--- config.mk ---
export PLATFORM = sky130hd
export DESIGN_NAME = date_deque_with_search_flat
export DESIGN_NICKNAME = d
export VERILOG_FILES = /design/src/sv/ddq_pkg.sv /design/src/sv/ddq_req_if.sv /design/src/sv/ddq_rsp_if.sv /design/src/sv/ddq_cell.sv /design/src/sv/date_deque_with_search.sv /design/src/flat_wrapper.sv
export SDC_FILE = /design/constraint.sdc
export NUM_CORES = 1
export LEC_CHECK = 0
export BUFFER_PORTS_ARGS = -buffer_cell sky130_fd_sc_hd__buf_2
export CORE_MARGIN = 3
export CORE_UTILIZATION = 58
export DETAILED_ROUTE_END_ITERATION = 7
export PLACE_DENSITY = 0.82
export SETUP_SLACK_MARGIN = 0.1
export SYNTH_ARGS = -nofsm -noshare
export SYNTH_HDL_FRONTEND = slang
export SYNTH_SLANG_ARGS = --single-unit
--- constraint.sdc ---
create_clock -name clk -period 4.6 [get_ports clk]
set_input_delay 0 -clock clk [delete_from_list [all_inputs] [get_ports clk]]
set_output_delay 0 -clock clk [all_outputs]
set_load 0.01 [all_outputs]
--- src/sv/ddq_pkg.sv ---
// ----------------------------------------------------------------------------
// ddq_pkg: shared types and constants of the date deque
// Entry layout, command and status codes, per-cell control bundle.
// ----------------------------------------------------------------------------
package ddq_pkg;

	// Number of cells in the chain
	localparam int DEPTH = 16;
	localparam int IDX_W = $clog2(DEPTH);
	localparam int CNT_W = $clog2(DEPTH + 1);

	// Fixed field widths of the request and response
	localparam int CMD_W   = 3;
	localparam int MONTH_W = 4;
	localparam int DAY_W   = 5;
	localparam int YEAR_W  = 16;
	localparam int POS_W   = 4;
	localparam int STAT_W  = 3;
	localparam int COUNT_W = 5;

	typedef struct packed {
		logic [MONTH_W-1:0] month;
		logic [DAY_W-1:0]   day;
		logic [YEAR_W-1:0]  year;
	} date_t;

	typedef enum logic [CMD_W-1:0] {
		CMD_PUSH_FRONT  = 3'd0,
		CMD_PUSH_BACK   = 3'd1,
		CMD_REMOVE_FRONT = 3'd2,
		CMD_REMOVE_BACK = 3'd3,
		CMD_SEARCH      = 3'd4,
		CMD_READ        = 3'd5
	} cmd_t;

	typedef enum logic [STAT_W-1:0] {
		ST_OK        = 3'd0,
		ST_EMPTY     = 3'd1,
		ST_FULL      = 3'd2,
		ST_NOT_FOUND = 3'd3,
		ST_RANGE     = 3'd4
	} status_t;

	// Control broadcast to every cell
	typedef struct packed {
		logic  shift_up;    // push front: every cell takes its lower neighbor
		logic  shift_down;  // remove front: every cell takes its upper neighbor
		logic  load_tail;   // push back: the tail cell takes the key
		date_t key;
	} cell_ctl_t;

endpackage

--- src/sv/ddq_req_if.sv ---
// ----------------------------------------------------------------------------
// ddq_req_if: command channel of the date deque
// Valid/ready handshake with command, date and position payload.
// ----------------------------------------------------------------------------
interface ddq_req_if;
	logic                        valid;
	logic                        ready;
	logic [ddq_pkg::CMD_W-1:0]   cmd;
	logic [ddq_pkg::MONTH_W-1:0] month;
	logic [ddq_pkg::DAY_W-1:0]   day;
	logic [ddq_pkg::YEAR_W-1:0]  year;
	logic [ddq_pkg::POS_W-1:0]   position;

	modport source (output valid, cmd, month, day, year, position, input ready);
	modport sink (input valid, cmd, month, day, year, position, output ready);
endinterface

--- src/sv/ddq_rsp_if.sv ---
// ----------------------------------------------------------------------------
// ddq_rsp_if: response channel of the date deque
// Valid/ready handshake with status, match position, date and count payload.
// ----------------------------------------------------------------------------
interface ddq_rsp_if;
	logic                        valid;
	logic                        ready;
	logic [ddq_pkg::STAT_W-1:0]  status;
	logic [ddq_pkg::POS_W-1:0]   found_position;
	logic [ddq_pkg::MONTH_W-1:0] month_out;
	logic [ddq_pkg::DAY_W-1:0]   day_out;
	logic [ddq_pkg::YEAR_W-1:0]  year_out;
	logic [ddq_pkg::COUNT_W-1:0] count;

	modport source (output valid, status, found_position, month_out, day_out, year_out,
		count, input ready);
	modport sink (input valid, status, found_position, month_out, day_out, year_out,
		count, output ready);
endinterface

--- src/sv/ddq_cell.sv ---
// ----------------------------------------------------------------------------
// ddq_cell: one position of the deque
// Holds one date, shifts with its neighbors, compares against the search key
// and forwards the first-match chain.
// ----------------------------------------------------------------------------
module ddq_cell (
	input  logic               clk,
	input  ddq_pkg::cell_ctl_t ctl,
	input  logic               occupied,
	input  logic               tail,
	input  ddq_pkg::date_t     from_lo,
	input  ddq_pkg::date_t     from_hi,
	input  logic               hit_in,
	output ddq_pkg::date_t     date,
	output logic               hit_out,
	output logic               first_hit
);
	ddq_pkg::date_t date_q;
	logic           eq;

	// Entry storage; contents are only meaningful while occupied
	always_ff @(posedge clk) begin
		if (ctl.shift_up) begin
			date_q <= from_lo;
		end else if (ctl.shift_down) begin
			date_q <= from_hi;
		end else if (ctl.load_tail && tail) begin
			date_q <= ctl.key;
		end
	end

	// Compare and first-match chain
	assign eq        = occupied && (date_q == ctl.key);
	assign first_hit = eq && !hit_in;
	assign hit_out   = hit_in || eq;
	assign date      = date_q;

endmodule

--- src/sv/date_deque_with_search.sv ---
// ----------------------------------------------------------------------------
// date_deque_with_search: bounded double-ended queue of dates with search
// Row of DEPTH cells, position 0 at the front, plus a registered response.
// ----------------------------------------------------------------------------
// Usage:
//   req carries one request: push front, push back, remove front, remove
//   back, search for the first equal date, or read at a position from the
//   front. Each request gives exactly one response on rsp with a status,
//   the match position, the date read or matched, and the count held after
//   the request.
//   Each response is registered: a request accepted at a clock edge has its
//   response valid in the following cycle. One request per cycle is sustained
//   while rsp.ready is high: every cell shifts, loads or compares in the same
//   cycle, and the search result ripples down the cell chain to a priority pick.
//   While a response waits, req.ready stays high only if rsp.ready takes it
//   in that cycle; a stalled response holds and no request is taken.
//   Reset empties the queue (count zero); cell contents are not cleared
//   and are never shown until written.
// ----------------------------------------------------------------------------
module date_deque_with_search (
	input logic       clk,
	input logic       arst_n,
	ddq_req_if.sink   req,
	ddq_rsp_if.source rsp
);
	localparam int DEPTH = ddq_pkg::DEPTH;
	localparam int IDX_W = ddq_pkg::IDX_W;
	localparam int CNT_W = ddq_pkg::CNT_W;

	logic [CNT_W-1:0]    count_q;
	logic [CNT_W-1:0]    count_nxt;
	logic                rsp_valid_q;
	ddq_pkg::status_t    status_q;
	logic [ddq_pkg::POS_W-1:0] fpos_q;
	ddq_pkg::date_t      hit_q;

	logic                accept;
	logic                full;
	logic                empty;
	ddq_pkg::cmd_t       cmd;
	ddq_pkg::date_t      key;
	ddq_pkg::cell_ctl_t  ctl;
	ddq_pkg::status_t    status_nxt;
	logic [IDX_W-1:0]    fpos;
	ddq_pkg::date_t      hit_nxt;

	ddq_pkg::date_t      cell_date [DEPTH];
	logic [DEPTH:0]      hit_chain;
	logic [DEPTH-1:0]    first_hit;
	logic [DEPTH-1:0]    occupied;
	logic [DEPTH-1:0]    tail;

	// Handshake
	assign accept    = req.valid && req.ready;
	assign req.ready = !rsp_valid_q || rsp.ready;
	assign full      = (count_q == CNT_W'(DEPTH));
	assign empty     = (count_q == '0);
	assign cmd       = ddq_pkg::cmd_t'(req.cmd);
	assign key       = '{month: req.month, day: req.day, year: req.year};

	// Cell control
	always_comb begin
		ctl            = '0;
		ctl.key        = key;
		ctl.shift_up   = accept && (cmd == ddq_pkg::CMD_PUSH_FRONT) && !full;
		ctl.shift_down = accept && (cmd == ddq_pkg::CMD_REMOVE_FRONT) && !empty;
		ctl.load_tail  = accept && (cmd == ddq_pkg::CMD_PUSH_BACK) && !full;
	end

	// Cell chain
	assign hit_chain[0] = 1'b0;
	for (genvar i = 0; i < DEPTH; i++) begin : g_cell
		assign occupied[i] = (CNT_W'(i) < count_q);
		assign tail[i]     = (CNT_W'(i) == count_q);

		ddq_cell u_cell (
			.clk       (clk),
			.ctl       (ctl),
			.occupied  (occupied[i]),
			.tail      (tail[i]),
			.from_lo   ((i == 0) ? key : cell_date[(i == 0) ? 0 : i - 1]),
			.from_hi   (cell_date[(i == DEPTH - 1) ? i : i + 1]),
			.hit_in    (hit_chain[i]),
			.date      (cell_date[i]),
			.hit_out   (hit_chain[i+1]),
			.first_hit (first_hit[i])
		);
	end

	// Encode the one-hot first match
	always_comb begin
		fpos = '0;
		for (int i = 0; i < DEPTH; i++) begin
			if (first_hit[i]) begin
				fpos = fpos | IDX_W'(i);
			end
		end
	end

	// Response and next count
	always_comb begin
		status_nxt = ddq_pkg::ST_OK;
		hit_nxt    = '0;
		count_nxt  = count_q;
		case (cmd)
			ddq_pkg::CMD_PUSH_FRONT, ddq_pkg::CMD_PUSH_BACK: begin
				if (full) begin
					status_nxt = ddq_pkg::ST_FULL;
				end else begin
					count_nxt = count_q + CNT_W'(1);
				end
			end
			ddq_pkg::CMD_REMOVE_FRONT, ddq_pkg::CMD_REMOVE_BACK: begin
				if (empty) begin
					status_nxt = ddq_pkg::ST_EMPTY;
				end else begin
					count_nxt = count_q - CNT_W'(1);
				end
			end
			ddq_pkg::CMD_SEARCH: begin
				if (hit_chain[DEPTH]) begin
					hit_nxt = key;
				end else begin
					status_nxt = ddq_pkg::ST_NOT_FOUND;
				end
			end
			ddq_pkg::CMD_READ: begin
				if (empty) begin
					status_nxt = ddq_pkg::ST_EMPTY;
				end else if (int'(req.position) >= int'(count_q)) begin
					status_nxt = ddq_pkg::ST_RANGE;
				end else begin
					hit_nxt = cell_date[IDX_W'(req.position)];
				end
			end
			default: begin
			end
		endcase
	end

	// Control registers
	always_ff @(posedge clk or negedge arst_n) begin
		if (!arst_n) begin
			count_q     <= '0;
			rsp_valid_q <= 1'b0;
		end else begin
			if (accept) begin
				count_q <= count_nxt;
			end
			if (accept) begin
				rsp_valid_q <= 1'b1;
			end else if (rsp.ready) begin
				rsp_valid_q <= 1'b0;
			end
		end
	end

	// Response payload
	always_ff @(posedge clk) begin
		if (accept) begin
			status_q <= status_nxt;
			hit_q    <= hit_nxt;
			fpos_q   <= (cmd == ddq_pkg::CMD_SEARCH && hit_chain[DEPTH]) ?
				ddq_pkg::POS_W'(fpos) : '0;
		end
	end

	assign rsp.valid          = rsp_valid_q;
	assign rsp.status         = status_q;
	assign rsp.found_position = fpos_q;
	assign rsp.month_out      = hit_q.month;
	assign rsp.day_out        = hit_q.day;
	assign rsp.year_out       = hit_q.year;
	assign rsp.count          = ddq_pkg::COUNT_W'(count_q);

	// Checks
	a_count_bound: assert property (@(posedge clk) disable iff (!arst_n)
		count_q <= CNT_W'(DEPTH))
		else $error("count above depth");

	a_single_first: assert property (@(posedge clk) disable iff (!arst_n)
		$onehot0(first_hit))
		else $error("more than one first match");

	a_push_grows: assert property (@(posedge clk) disable iff (!arst_n)
		(ctl.shift_up || ctl.load_tail) |=> count_q == $past(count_q) + CNT_W'(1))
		else $error("push did not grow count");

	a_empty_stays: assert property (@(posedge clk) disable iff (!arst_n)
		(accept && empty && (cmd == ddq_pkg::CMD_REMOVE_FRONT ||
		cmd == ddq_pkg::CMD_REMOVE_BACK)) |=> (count_q == '0 &&
		status_q == ddq_pkg::ST_EMPTY))
		else $error("remove on empty changed count");

endmodule
--- src/flat_wrapper.sv ---
// flat-port wrapper written by rule: the top's interface ports become plain ports
module date_deque_with_search_flat 
  (clk, arst_n, req_valid, req_cmd, req_month, req_day, req_year, req_position, req_ready, rsp_valid, rsp_status, rsp_found_position, rsp_month_out, rsp_day_out, rsp_year_out, rsp_count, rsp_ready);
  ddq_req_if req_i ();
  ddq_rsp_if rsp_i ();
  input logic clk;
  input logic arst_n;
  input wire logic [$bits(req_i.valid)-1:0] req_valid;
  input wire logic [$bits(req_i.cmd)-1:0] req_cmd;
  input wire logic [$bits(req_i.month)-1:0] req_month;
  input wire logic [$bits(req_i.day)-1:0] req_day;
  input wire logic [$bits(req_i.year)-1:0] req_year;
  input wire logic [$bits(req_i.position)-1:0] req_position;
  output wire logic [$bits(req_i.ready)-1:0] req_ready;
  output wire logic [$bits(rsp_i.valid)-1:0] rsp_valid;
  output wire logic [$bits(rsp_i.status)-1:0] rsp_status;
  output wire logic [$bits(rsp_i.found_position)-1:0] rsp_found_position;
  output wire logic [$bits(rsp_i.month_out)-1:0] rsp_month_out;
  output wire logic [$bits(rsp_i.day_out)-1:0] rsp_day_out;
  output wire logic [$bits(rsp_i.year_out)-1:0] rsp_year_out;
  output wire logic [$bits(rsp_i.count)-1:0] rsp_count;
  input wire logic [$bits(rsp_i.ready)-1:0] rsp_ready;
  assign req_i.valid = req_valid;
  assign req_i.cmd = req_cmd;
  assign req_i.month = req_month;
  assign req_i.day = req_day;
  assign req_i.year = req_year;
  assign req_i.position = req_position;
  assign req_ready = req_i.ready;
  assign rsp_valid = rsp_i.valid;
  assign rsp_status = rsp_i.status;
  assign rsp_found_position = rsp_i.found_position;
  assign rsp_month_out = rsp_i.month_out;
  assign rsp_day_out = rsp_i.day_out;
  assign rsp_year_out = rsp_i.year_out;
  assign rsp_count = rsp_i.count;
  assign rsp_i.ready = rsp_ready;
  date_deque_with_search u_core (.clk(clk), .arst_n(arst_n), .req(req_i), .rsp(rsp_i));
endmodule
==> flow_metrics.tcl <==
set metrics [dict create \
    ys_types 55 \
    combinationalPowerShare 0.195 \
    die_area_um2 51200 \
    drt_iter0_drc 4963 \
    worstHoldPathType "in -> reg" \
    net-switching-power_w 0.00332 \
    rows 80 \
    first_pass_iters 7 \
    synth_area_um2 28100 \
    intPower_w 0.00739 \
    synth_flop_cell "edfxtp_1" \
    synth_edf_count 432 \
    dp_cells 3178 \
    drive_above_1_share 0.135 \
    nets 2665 \
    fin_skew_ps 23.9 \
    syn_nets 2711 \
    seqPwrFrac 0.460 \
    via_per_inst 7.28 \
    cts_tree "yes" \
    grt_overflow 0 \
    multi_input_area_um2 13900 \
    grt_pass1_wl_um 154000 \
    initial_core_util 0.588 \
    instances_no_fill 3277 \
    gp_congestion 1.21 \
    critPathRequiredTime_ps 4920 \
    cts-buffers-inserted 48 \
    path_clk_slew_ps 60 \
    avgSynthCellArea_um2 10.6 \
    critPathMaxFanout 109 \
    io_pins 75 \
    vdd_drop_max_mv 0.334 \
    synthCells 2666 \
    area_growth_pct 8.04 \
    slew_violations 0 \
    hold_viol 0 \
    grt_antenna_before_repair 14 \
    crit_path_end_kind "flip-flop" \
    h-tree-depth 2 \
    seq_area_um2 13100 \
    period_share 0.826 \
    pwr-share-clk 0.345 \
    async_flop_share 0.0137 \
    status "completed" \
    ys_warn_count 0 \
    dp_hpwl_um 77000 \
    clock_latency_ps 610 \
    slew_headroom 0.0667 \
    min_period_ps 3800 \
    power.total_w 0.0107 \
    wire_per_inst_um 33.3 \
    root_buffer "clkbuf_16" \
    core_um2 47800 \
    cap_viol_max_count 0 \
    cts_setup_buffers 0 \
    die_y_um 226 \
    grt_max_degree 220 \
    ant_nets 0 \
    power_density_nw_per_um2 352 \
    setup_viol 0 \
    cp.arrival_ps 4120 \
    fin_setup_tns_ps 0 \
    max_freq_mhz 263 \
    portBuffers 74 \
    worstSetupStartpointType "flip-flop" \
    ys_ff_latch 438 \
    die_x_um 226 \
    clkSinkCount 438 \
    p_leak_nw 10.1 \
    path_class "reg -> reg" \
    sw_frac_of_total 0.310 \
    route.vias.total 23900 \
    grt_usage 0.423 \
    yosysSeqAreaShare 0.466 \
    cts_max_path_buffers 3 \
    rsz0062_at_grt "no" \
    grt_pass1_vias 21700 \
    drc 0 \
    wirelength_um 109000 \
    fillers 3637 \
    tightest_slew_ps 1400 \
]
cell usage in the layout (no fill, tap or decap), drive strengths merged, types with 9 or more instances in the layout:
master	netlist	final
edfxtp	432	432
nand2	388	388
a21oi	359	359
o21ai	356	356
xor2	284	284
buf	126	135
mux4	125	125
xnor2	122	122
nor4	81	81
clkbuf	112	63
a21o	54	54
nor2b	52	52
nand4	41	41
mux2	25	25
nor2	21	21
clkinv	0	19
nand3	14	14
inv	10	12
nor3	10	10
ha	9	9
final cells by class:
class,instances,area share
Multi-Input combinational cell,1980,0.459
Timing Repair Buffer,142,0.0352
Clock buffer,63,0.0431
Tap cell,615,0.0253
Antenna cell,7,0.000576
Sequential cell,438,0.432
Clock inverter,22,0.00420
Inverter,10,0.00123
logic make-up (layout without fill, tap and decap cells):
group                    after synthesis  count (layout)  share of synthesized area
buffers and inverters                248             237                     0.0412
multiplexers                         150             150                      0.110
flip-flops                           438             438                      0.466
other                                  0               7                          0
adder cells (fa/ha/maj)                9               9                    0.00400
XOR/XNOR                             406             406                      0.126
AO/OA/AOI/OAI                        789             789                      0.148
AND/OR/NAND/NOR                      626             626                      0.104
critical path: stages, from the launching register on:
cell,delay (ps)
dfrtp_1,610
inv_1,240
ha_1,350
and3_1,310
nor4_4,650
buf_12,470
nor2b_1,440
a21oi_1,270
o21ai_0,110
through the flow:
stage	hold slack (ps)	cell area, um2	util	worst slack (ps)
2_1_floorplan	-296	28100	-	97.6
3_3_place_gp	-149	28900	0.603	985
3_5_place_dp	-145	28900	0.603	892
4_1_cts	42.6	30400	0.635	902
5_1_grt	76.8	30400	0.635	663
6_report	63.3	30400	0.635	798
state kept, by name (all words and copies together) (netlist names):
name,count
u_core.g_cell.u_cell.date,400
u_core.rsp.year_out,16
u_core.rsp.count,5
u_core.rsp.day_out,5
u_core.rsp.found_position,4
u_core.rsp.month_out,4
u_core.rsp.status,3
u_core.rsp.valid,1
cell usage after synthesis (2+ instances only):
library cell | count | area (um2)
a21boi_0 | 2 | 15.0
inv_1 | 8 | 30.0
a311oi_1 | 3 | 26.3
clkbuf_1 | 112 | 420
nor2_1 | 20 | 75.1
nand2b_1 | 4 | 25.0
nand4_1 | 41 | 257
nor4_2 | 3 | 37.5
mux2_2 | 18 | 203
xnor2_1 | 122 | 1070
mux4_2 | 125 | 2820
o21ai_1 | 214 | 1070
nor3b_1 | 2 | 15.0
nand2_1 | 388 | 1460
o21ai_0 | 142 | 711
dfrtp_1 | 6 | 150
or4_1 | 3 | 22.5
o31ai_1 | 3 | 22.5
or3_1 | 2 | 12.5
buf_1 | 19 | 71.3
nor2b_1 | 51 | 319
nor3_1 | 10 | 50.1
buf_6 | 9 | 101
nor4_1 | 77 | 482
and3_1 | 3 | 18.8
buf_4 | 15 | 113
a21oi_1 | 359 | 1800
inv_2 | 2 | 7.51
a21o_1 | 54 | 405
edfxtp_1 | 432 | 13000
xor2_1 | 284 | 2490
mux2_1 | 7 | 78.8
buf_2 | 83 | 415
ha_1 | 9 | 113
nand3_1 | 14 | 70.1
final timing paths:
path | cells after the start | startpoint | slack [ps] | endpoint
worst min register to register | 2 | u_core.g_cell[0].u_cell.date[21]$_DFFE_PP_ | 630 | u_core.g_cell[1].u_cell.date[21]$_DFFE_PP_
max in group asynchronous | 3 | arst_n | 3910 | u_core.rsp.count[1]$_DFFE_PN0P_
worst max register to register | 8 | u_core.rsp.count[0]$_DFFE_PN0P_ | 800 | u_core.g_cell[4].u_cell.date[12]$_DFFE_PP_
worst min-delay path | 2 | req_year[11] | 60 | u_core.rsp.year_out[11]$_DFFE_PP_
min in group asynchronous | 3 | arst_n | 390 | u_core.rsp.valid$_DFFE_PN0P_
worst max-delay path | 8 | u_core.rsp.count[0]$_DFFE_PN0P_ | 800 | u_core.g_cell[4].u_cell.date[12]$_DFFE_PP_
timing repair:
item,CTS,global route
endpoints found under the hold margin,15,0
hold buffers,7,0
gates resized for setup,0,0
per-layer routing:
layer,up-vias,GRT usage,routed length [um]
li1,9684,-,-
met1,11200,0.534,35900
met2,2446,0.597,45100
met3,529,0.167,18100
met4,16,0.297,10000
met5,-,0,149
power groups by stage:
stage | clock network (W) | registers (W) | logic [W]
after global placement | 0 | 0.00497 | 0.00193
after floorplan | 0 | 0.00489 | 0.00123
final | 0.00369 | 0.00493 | 0.00209
after CTS | 0.00368 | 0.00490 | 0.00198
after global routing | 0.00384 | 0.00493 | 0.00213
after detailed placement | 0 | 0.00498 | 0.00196
No activity file was read; power rests on OpenSTA's default activity.
